**src/rtl/core/pcbs_pkg.sv**
```systemverilog
`default_nettype none

package pcbs_pkg;

    // result status codes
    localparam logic [2:0] ST_ORDERED  = 3'd0;
    localparam logic [2:0] ST_PARKED   = 3'd1;
    localparam logic [2:0] ST_DUP      = 3'd2;
    localparam logic [2:0] ST_FULL     = 3'd3;
    localparam logic [2:0] ST_EMPTY    = 3'd4;
    localparam logic [2:0] ST_RELEASED = 3'd5;

    typedef struct packed {
        logic clr_step;     // write one zero entry of the expected table
        logic load;         // capture the input word
        logic look;         // capture table read, compare park keys
        logic emit_single;  // emit non-ordered result (and park if due)
        logic order;        // order the in-sequence batch into the pending result
        logic search;       // look up the next expected number in the park store
        logic emit_pend;    // emit pending result, take matched slot
        logic unpark;       // order the unparked batch into the pending result
    } dp_cmd_t;

    typedef struct packed {
        logic clr_done;
        logic eq;
        logic any_match;
        logic out_free;
    } dp_stat_t;

endpackage

`default_nettype wire

```
**src/rtl/core/pcbs_ctrl.sv**
```systemverilog
`default_nettype none

module pcbs_ctrl
    import pcbs_pkg::*;
(
    input  wire logic     clk,
    input  wire logic     rst_n,
    input  wire logic     in_valid,
    output logic          in_ready,
    input  wire dp_stat_t stat,
    output dp_cmd_t       cmd
);

    localparam logic [2:0] S_CLEAR  = 3'd0;
    localparam logic [2:0] S_IDLE   = 3'd1;
    localparam logic [2:0] S_LOOK   = 3'd2;
    localparam logic [2:0] S_DECIDE = 3'd3;
    localparam logic [2:0] S_SRCH   = 3'd4;
    localparam logic [2:0] S_SEL    = 3'd5;
    localparam logic [2:0] S_REL    = 3'd6;

    logic [2:0] state_reg;
    logic [2:0] state_next;

    always_ff @(posedge clk or negedge rst_n)
    begin
        if (!rst_n)
        begin
            state_reg <= S_CLEAR;
        end
        else
        begin
            state_reg <= state_next;
        end
    end

    always_comb
    begin
        state_next = state_reg;
        cmd        = '0;
        in_ready   = 1'b0;
        case (state_reg)
            S_CLEAR:
            begin
                cmd.clr_step = 1'b1;
                if (stat.clr_done)
                begin
                    state_next = S_IDLE;
                end
            end
            S_IDLE:
            begin
                in_ready = 1'b1;
                if (in_valid)
                begin
                    cmd.load   = 1'b1;
                    state_next = S_LOOK;
                end
            end
            S_LOOK:
            begin
                cmd.look   = 1'b1;
                state_next = S_DECIDE;
            end
            S_DECIDE:
            begin
                if (stat.eq)
                begin
                    cmd.order  = 1'b1;
                    state_next = S_SRCH;
                end
                else if (stat.out_free)
                begin
                    cmd.emit_single = 1'b1;
                    state_next      = S_IDLE;
                end
            end
            S_SRCH:
            begin
                cmd.search = 1'b1;
                state_next = S_SEL;
            end
            S_SEL:
            begin
                // pending word waits here until the output register is free
                if (stat.out_free)
                begin
                    cmd.emit_pend = 1'b1;
                    state_next    = stat.any_match ? S_REL : S_IDLE;
                end
            end
            S_REL:
            begin
                cmd.unpark = 1'b1;
                state_next = S_SRCH;
            end
            default:
            begin
                state_next = S_IDLE;
            end
        endcase
    end

endmodule

`default_nettype wire

```
**config.mk**
```make
export PLATFORM = sky130hd
export DESIGN_NAME = pcbs_ctrl
export DESIGN_NICKNAME = d
export VERILOG_FILES = /design/src/rtl/core/pcbs_pkg.sv /design/src/rtl/core/pcbs_ctrl.sv
export SDC_FILE = /design/constraint.sdc
export NUM_CORES = 1
export LEC_CHECK = 0
export BUFFER_PORTS_ARGS = -buffer_cell sky130_fd_sc_hd__buf_2
export CAP_MARGIN = 20
export CORE_AREA = 4 4 41 43
export DETAILED_ROUTE_END_ITERATION = 8
export DIE_AREA = 0 0 45 47
export SLEW_MARGIN = 5
export SYNTH_ARGS = -nofsm -noshare
export SYNTH_HDL_FRONTEND = slang
export SYNTH_SLANG_ARGS = --single-unit
```
**constraint.sdc**
```tcl
create_clock -name clk -period 3.7 [get_ports clk]
set_clock_uncertainty 0.2 [all_clocks]
set_input_delay 0.37 -clock clk [delete_from_list [all_inputs] [get_ports clk]]
set_output_delay 0.37 -clock clk [all_outputs]
set_load 0.01 [all_outputs]
```
==> results.py, run 1 <==
metrics = {
    "status": {
        "outcome": "finished clean",
    },
    "finish": {
        "fillers": 158,
        "n_antenna_cell": 0,
        "area_delta_synth_final_pct": 41.8,
        "final_common_cell": "buf_2",
        "stdcell_count": 62,
        "layout-drive-gt1-share_pct": 40.4,
        "final_area_um2": 369,
        "final_cell_mix": "15 x buf_2, 4 x nor2b_1, 3 x and3_1, 3 x clkbuf_4, 3 x dfrtp_1",
        "nets": 55,
        "largest_reg_flops": 3,
    },
    "cts": {
        "clock_latency_ns": 0.23,
        "cts_tree": "built",
        "clock_path_buffers": 2,
        "post-cts-setup-buffers": 0,
        "cts_inserted_buffers": 3,
        "ctsResizeCount": 0,
        "clk_pin_slew_ns": 0.03,
        "cts-root-buf": "clkbuf_4",
        "ctsHoldBuffers": 1,
        "clkSinkCount": 3,
        "htreeDepth": 1,
    },
    "timing": {
        "setup_viol": 0,
        "period_needed_ns": 1.90,
        "period_share_pct": 51.3,
        "finalHoldViolCount": 0,
        "fmax_mhz": 527,
        "setup_slack_ns": 1.80,
        "rsz0062_at_grt": "no",
        "setup-tns-final_ns": 0,
        "timing.slew.headroom_pct": 80.5,
        "worstMarginPinSlew_ns": 0.292,
        "drv_slew": 0,
    },
    "synth": {
        "netlist_instances": 30,
        "synth_area_um2": 260,
        "ys_async_sr_fraction_pct": 100,
        "ys.flop_type": "dfrtp_1",
        "synth_area_leaders": "dfrtp_1 29%, nor2b_1 9.6%, and3_1 7.2%",
        "synth_edf_count": 0,
        "ys_types": 19,
        "ys.warnings.count": 0,
        "yosysSeqAreaShare_pct": 28.8,
        "synth_top_area_share_pct": 28.8,
        "ys_ff_latch": 3,
        "syn-num-nets": 37,
        "netlist.top_cell.by_area": "dfrtp_1",
        "synth_area_per_cell_um2": 8.68,
    },
    "floorplanning": {
        "die_y_um": 47,
        "die_area_um2": 2120,
        "rows": 13,
        "ios": 16,
        "coreArea_um2": 1300,
        "start_util_pct": 20.0,
        "die_w_um": 45,
    },
    "critical_path": {
        "path_class": "register to output port",
        "start_kind": "register",
        "crit_chain": "nor2b_1, and4b_1, buf_2",
        "crit_start": "state_reg[1]",
        "path_delay_family": "flip-flops",
        "cp-end-kind": "output port",
        "cp.required_ns": 3.13,
        "crit_slowest_cell": "dfrtp_1",
        "slowest_delay_ns": 0.50,
        "r2r_cells": 3,
        "critPathMaxFanout": 10,
        "r2r_slack_ns": 2.30,
        "crit_buf_inv": 1,
        "r2r-end": "state_reg[0]",
        "arrival_ns": 1.33,
        "worstReg2RegStart": "state_reg[0]",
    },
    "routing": {
        "drtIter0Drc": 4,
        "wire_per_inst_um": 10.3,
        "detailedRoute.firstPassIterationCount": 2,
        "vias": 276,
        "remaining_drc_errors": 0,
        "ant_nets": 0,
        "vias_per_cell": 4.45,
        "drt_wl_total_um": 640,
    },
    "place": {
        "io_buffer_count": 15,
        "hpwlAfterDp_um": 517,
        "gp_congestion": 0.729,
        "pre_cts_ws_ns": 2.04,
        "dp.cells": 57,
        "placed_cell_area_um2": 333,
    },
    "run": {
        "maxCapViolations": 0,
    },
    "global_routing": {
        "grt_pass1_wl_mm": 1.15,
        "grt_pass1_vias": 284,
        "grt_overflow": 0,
        "antenna_found_initial": 0,
        "grt_max_degree": 13,
        "grt_usage_pct": 7.77,
    },
    "pwr": {
        "p_per_area_nw_per_um2": 792,
        "ir_drop_mv": 0.248,
        "power_leakage_uw": 0.000211,
        "finalPower_uw": 292,
    },
    "worst_hold_path": {
        "min_to": "state_reg[1]",
        "hold_class": "input pin to register",
        "holdCritStartpoint": "stat[1]",
        "worstHoldPathCells": 2,
    },
}
worst max path at each step:
stage	slack, ns	to	cells after the start
CTS	1.78	cmd[3]	3
finish	1.80	cmd[4]	3
floorplan	2.15	cmd[6]	3
global route	1.67	cmd[3]	3
detailed placement	2.04	cmd[3]	3
global placement	2.06	cmd[4]	3
worst reg2reg max path: stages, from the launching register on:
cell,delay (ns)
dfrtp_1,0.50
nor2b_1,0.21
a311oi_1,0.11
a221o_1,0.26
cells by family after synthesis:
logic type / Yosys count / share of synthesized area (%)
AO/OA/AOI/OAI: 7 / 20.2
XOR/XNOR: 1 / 3.37
AND/OR/NAND/NOR: 16 / 39.4
buffers and inverters: 3 / 8.17
flip-flops: 3 / 28.8
cells in the mapped netlist, types with 2 or more instances:
master	n
buf_2	2
a21o_1	2
dfrtp_1	3
o21ai_0	2
nand2_1	2
nor2b_1	4
and3_1	3
layout make-up:
| cell class | instances | area, um2 | area share, % |
|---|---|---|---|
| multi-input cells | 24 | 164 | 44.4 |
| flip-flops and latches | 3 | 75.1 | 20.3 |
| well taps | 15 | 18.8 | 5.08 |
| repair buffers | 16 | 85.1 | 23.1 |
| clock buffers | 4 | 26.3 | 7.12 |
metal layers:
layer	wire length, um	global-route usage, %	part of all wire [%]
met5	0	0	0
met4	0	7.02	0
met3	39	2.68	6.1
met2	308	11.3	48
met1	292	8.94	46
stage by stage:
stage | utilization, % | hold WS [ns]
after floorplan | - | -0.126
after global placement | 25.6 | -0.0316
after detailed placement | 25.6 | -0.0323
after CTS | 28.4 | 0.166
after global routing | 28.4 | 0.191
final | 28.4 | 0.179
power breakdown:
part | internal [uW] | total (uW) | switching [uW] | leakage, uW
clock network | 40.4 | 57.2 | 16.8 | 0.0000150
logic | 81.1 | 148 | 66.5 | 0.000159
registers | 49.0 | 87.6 | 38.6 | 0.0000375
Power figures use the tool's default switching activity.
==> run 2: changes to the inputs <==
Clock period 3.7 ns to 1.6 ns, I/O delays scaled along.
==> results.py, run 2 (synthesis results as in run 1) <==
metrics = {
    "finish": {
        "final_common_cell": "buf_2",
        "area_delta_synth_final_pct": 79.3,
        "largest_reg_flops": 3,
        "final_util_pct": 35.9,
        "layout-drive-gt1-share_pct": 57.4,
        "final_cell_mix": "13 x buf_2, 5 x buf_4, 3 x clkbuf_4, 3 x dlygate4sd3_1, 3 x dfrtp_2",
        "stdcell_count": 69,
        "final_area_um2": 467,
        "nets": 62,
        "n_antenna_cell": 0,
    },
    "global_routing": {
        "grt_max_degree": 13,
        "antenna_found_initial": 0,
        "grt_pass1_wl_mm": 1.12,
        "grt_overflow": 0,
        "grt_usage_pct": 7.61,
        "grt_pass1_vias": 275,
    },
    "critical_path": {
        "path_class": "register to output port",
        "critPathMaxFanout": 10,
        "endpoint": "cmd[1]",
        "cp-end-kind": "output port",
        "crit_slowest_cell": "dfrtp_2",
        "crit_start": "state_reg[0]",
        "slowest_delay_ns": 0.45,
        "worstReg2RegStart": "state_reg[1]",
        "arrival_ns": 1.20,
        "r2r_slack_ns": 0.15,
        "start_kind": "register",
        "crit_chain": "nor2b_2, and3_1, buf_2",
        "r2r-end": "state_reg[0]",
        "r2r_cells": 4,
        "cp.required_ns": 1.24,
    },
    "run": {
        "maxCapViolations": 0,
    },
    "pwr": {
        "clkPwrFrac_pct": 15.6,
        "power_leakage_uw": 0.000248,
        "p_switching_uw": 325,
        "ir_drop_mv": 0.688,
        "p_sw_share_pct": 38.1,
        "p_comb_share_pct": 59.3,
        "p_int_uw": 527,
        "p_seq_share_pct": 25.1,
        "finalPower_uw": 852,
        "p_per_area_nw_per_um2": 1830,
    },
    "place": {
        "io_buffer_count": 15,
        "hpwlAfterDp_um": 517,
        "placed_cell_area_um2": 333,
        "dp.cells": 57,
        "gp_congestion": 0.729,
    },
    "floorplanning": {
        "die_w_um": 45,
        "die_y_um": 47,
        "die_area_um2": 2120,
        "ios": 16,
        "coreArea_um2": 1300,
        "start_util_pct": 20.0,
        "rows": 13,
    },
    "cts": {
        "cts_inserted_buffers": 3,
        "cts-root-buf": "clkbuf_4",
        "cts_tree": "built",
        "clk_pin_slew_ns": 0.04,
        "clock_latency_ns": 0.23,
        "clkSinkCount": 3,
        "clock_path_buffers": 2,
        "htreeDepth": 1,
    },
    "timing": {
        "rsz0062_at_grt": "yes",
        "period_needed_ns": 1.56,
        "setup_viol": 0,
        "fmax_mhz": 641,
        "timing.slew.headroom_pct": 83.7,
        "period_share_pct": 97.5,
        "drv_slew": 0,
        "finalHoldViolCount": 0,
        "worstMarginPinSlew_ns": 0.243,
        "fin_hold_ws_ns": 0.0544,
    },
    "routing": {
        "ant_nets": 0,
        "vias": 308,
        "vias_per_cell": 4.46,
        "drt_wl_total_um": 728,
        "detailedRoute.firstPassIterationCount": 3,
        "remaining_drc_errors": 0,
        "wire_per_inst_um": 10.6,
        "drtIter0Drc": 3,
    },
    "worst_hold_path": {
        "hold_class": "input pin to asynchronous set/reset pin",
    },
    "status": {
        "outcome": "finished clean",
    },
}
run 2: cell types whose count changed in the layout (fill, tap and decap cells not counted), sizes merged:
| cell | before | now |
|---|---|---|
| dlygate4sd3 | 1 | 3 |
| buf | 15 | 20 |
run 2: what timing repair did:
| item | 4_1_cts | 5_1_grt |
|---|---|---|
| hold buffers | 3 | 0 |
| setup endpoints to repair | 5 | 4 |
| setup buffers | 0 | 5 |
| pin swaps | 0 | 3 |
| hold endpoints to repair | 5 | 0 |
| gates resized for setup | 4 | 7 |
| gates cloned | 0 | 0 |
run 2: how the worst min path moves through the flow:
| stage | start | end | slack (ns) |
|---|---|---|---|
| floorplan | rst_n | state_reg[0] | -0.34 |
| global placement | rst_n | state_reg[2] | -0.24 |
| detailed placement | rst_n | state_reg[1] | -0.24 |
| CTS | rst_n | state_reg[0] | 0.05 |
| global route | rst_n | state_reg[0] | 0.06 |
| finish | rst_n | state_reg[0] | 0.05 |
run 2: cell type report:
cell class	count	area [um2]
multi-input combinational	24	188
clock buffer	4	26.3
fill	152	835
timing repair buffer	23	155
tap	15	18.8
sequential	3	78.8
run 2: routing by layer:
| metal | part of all wire, % | global-route usage [%] | vias to the layer above | routed length [um] |
|---|---|---|---|---|
| li1 | - | - | 157 | - |
| met1 | 43 | 8.49 | 141 | 315 |
| met2 | 51 | 11.3 | 10 | 368 |
| met3 | 6.2 | 2.68 | 0 | 45 |
| met4 | 0 | 7.02 | 0 | 0 |
| met5 | 0 | 0 | - | 0 |
run 2: power groups by stage:
stage,registers [uW],logic [uW],clock network [uW]
after floorplan,125,343,0
after global placement,204,342,0
after detailed placement,204,345,0
after CTS,213,356,141
after global routing,225,567,144
final,214,505,133
run 2: worst max-delay path: cells and delay by family, from the launching register on:
family / cells / cell delay (ns)
flip-flops: 1 / 0.45
buffers and inverters: 1 / 0.14
AND/OR/NAND/NOR: 2 / 0.37
run 2: per-stage QoR:
step	TNS, ns	worst slack (ns)
after floorplan	0	0.251
after global placement	0	0.167
after detailed placement	0	0.149
after CTS	0	0.0149
after global routing	-0.0669	-0.0239
final	0	0.0401
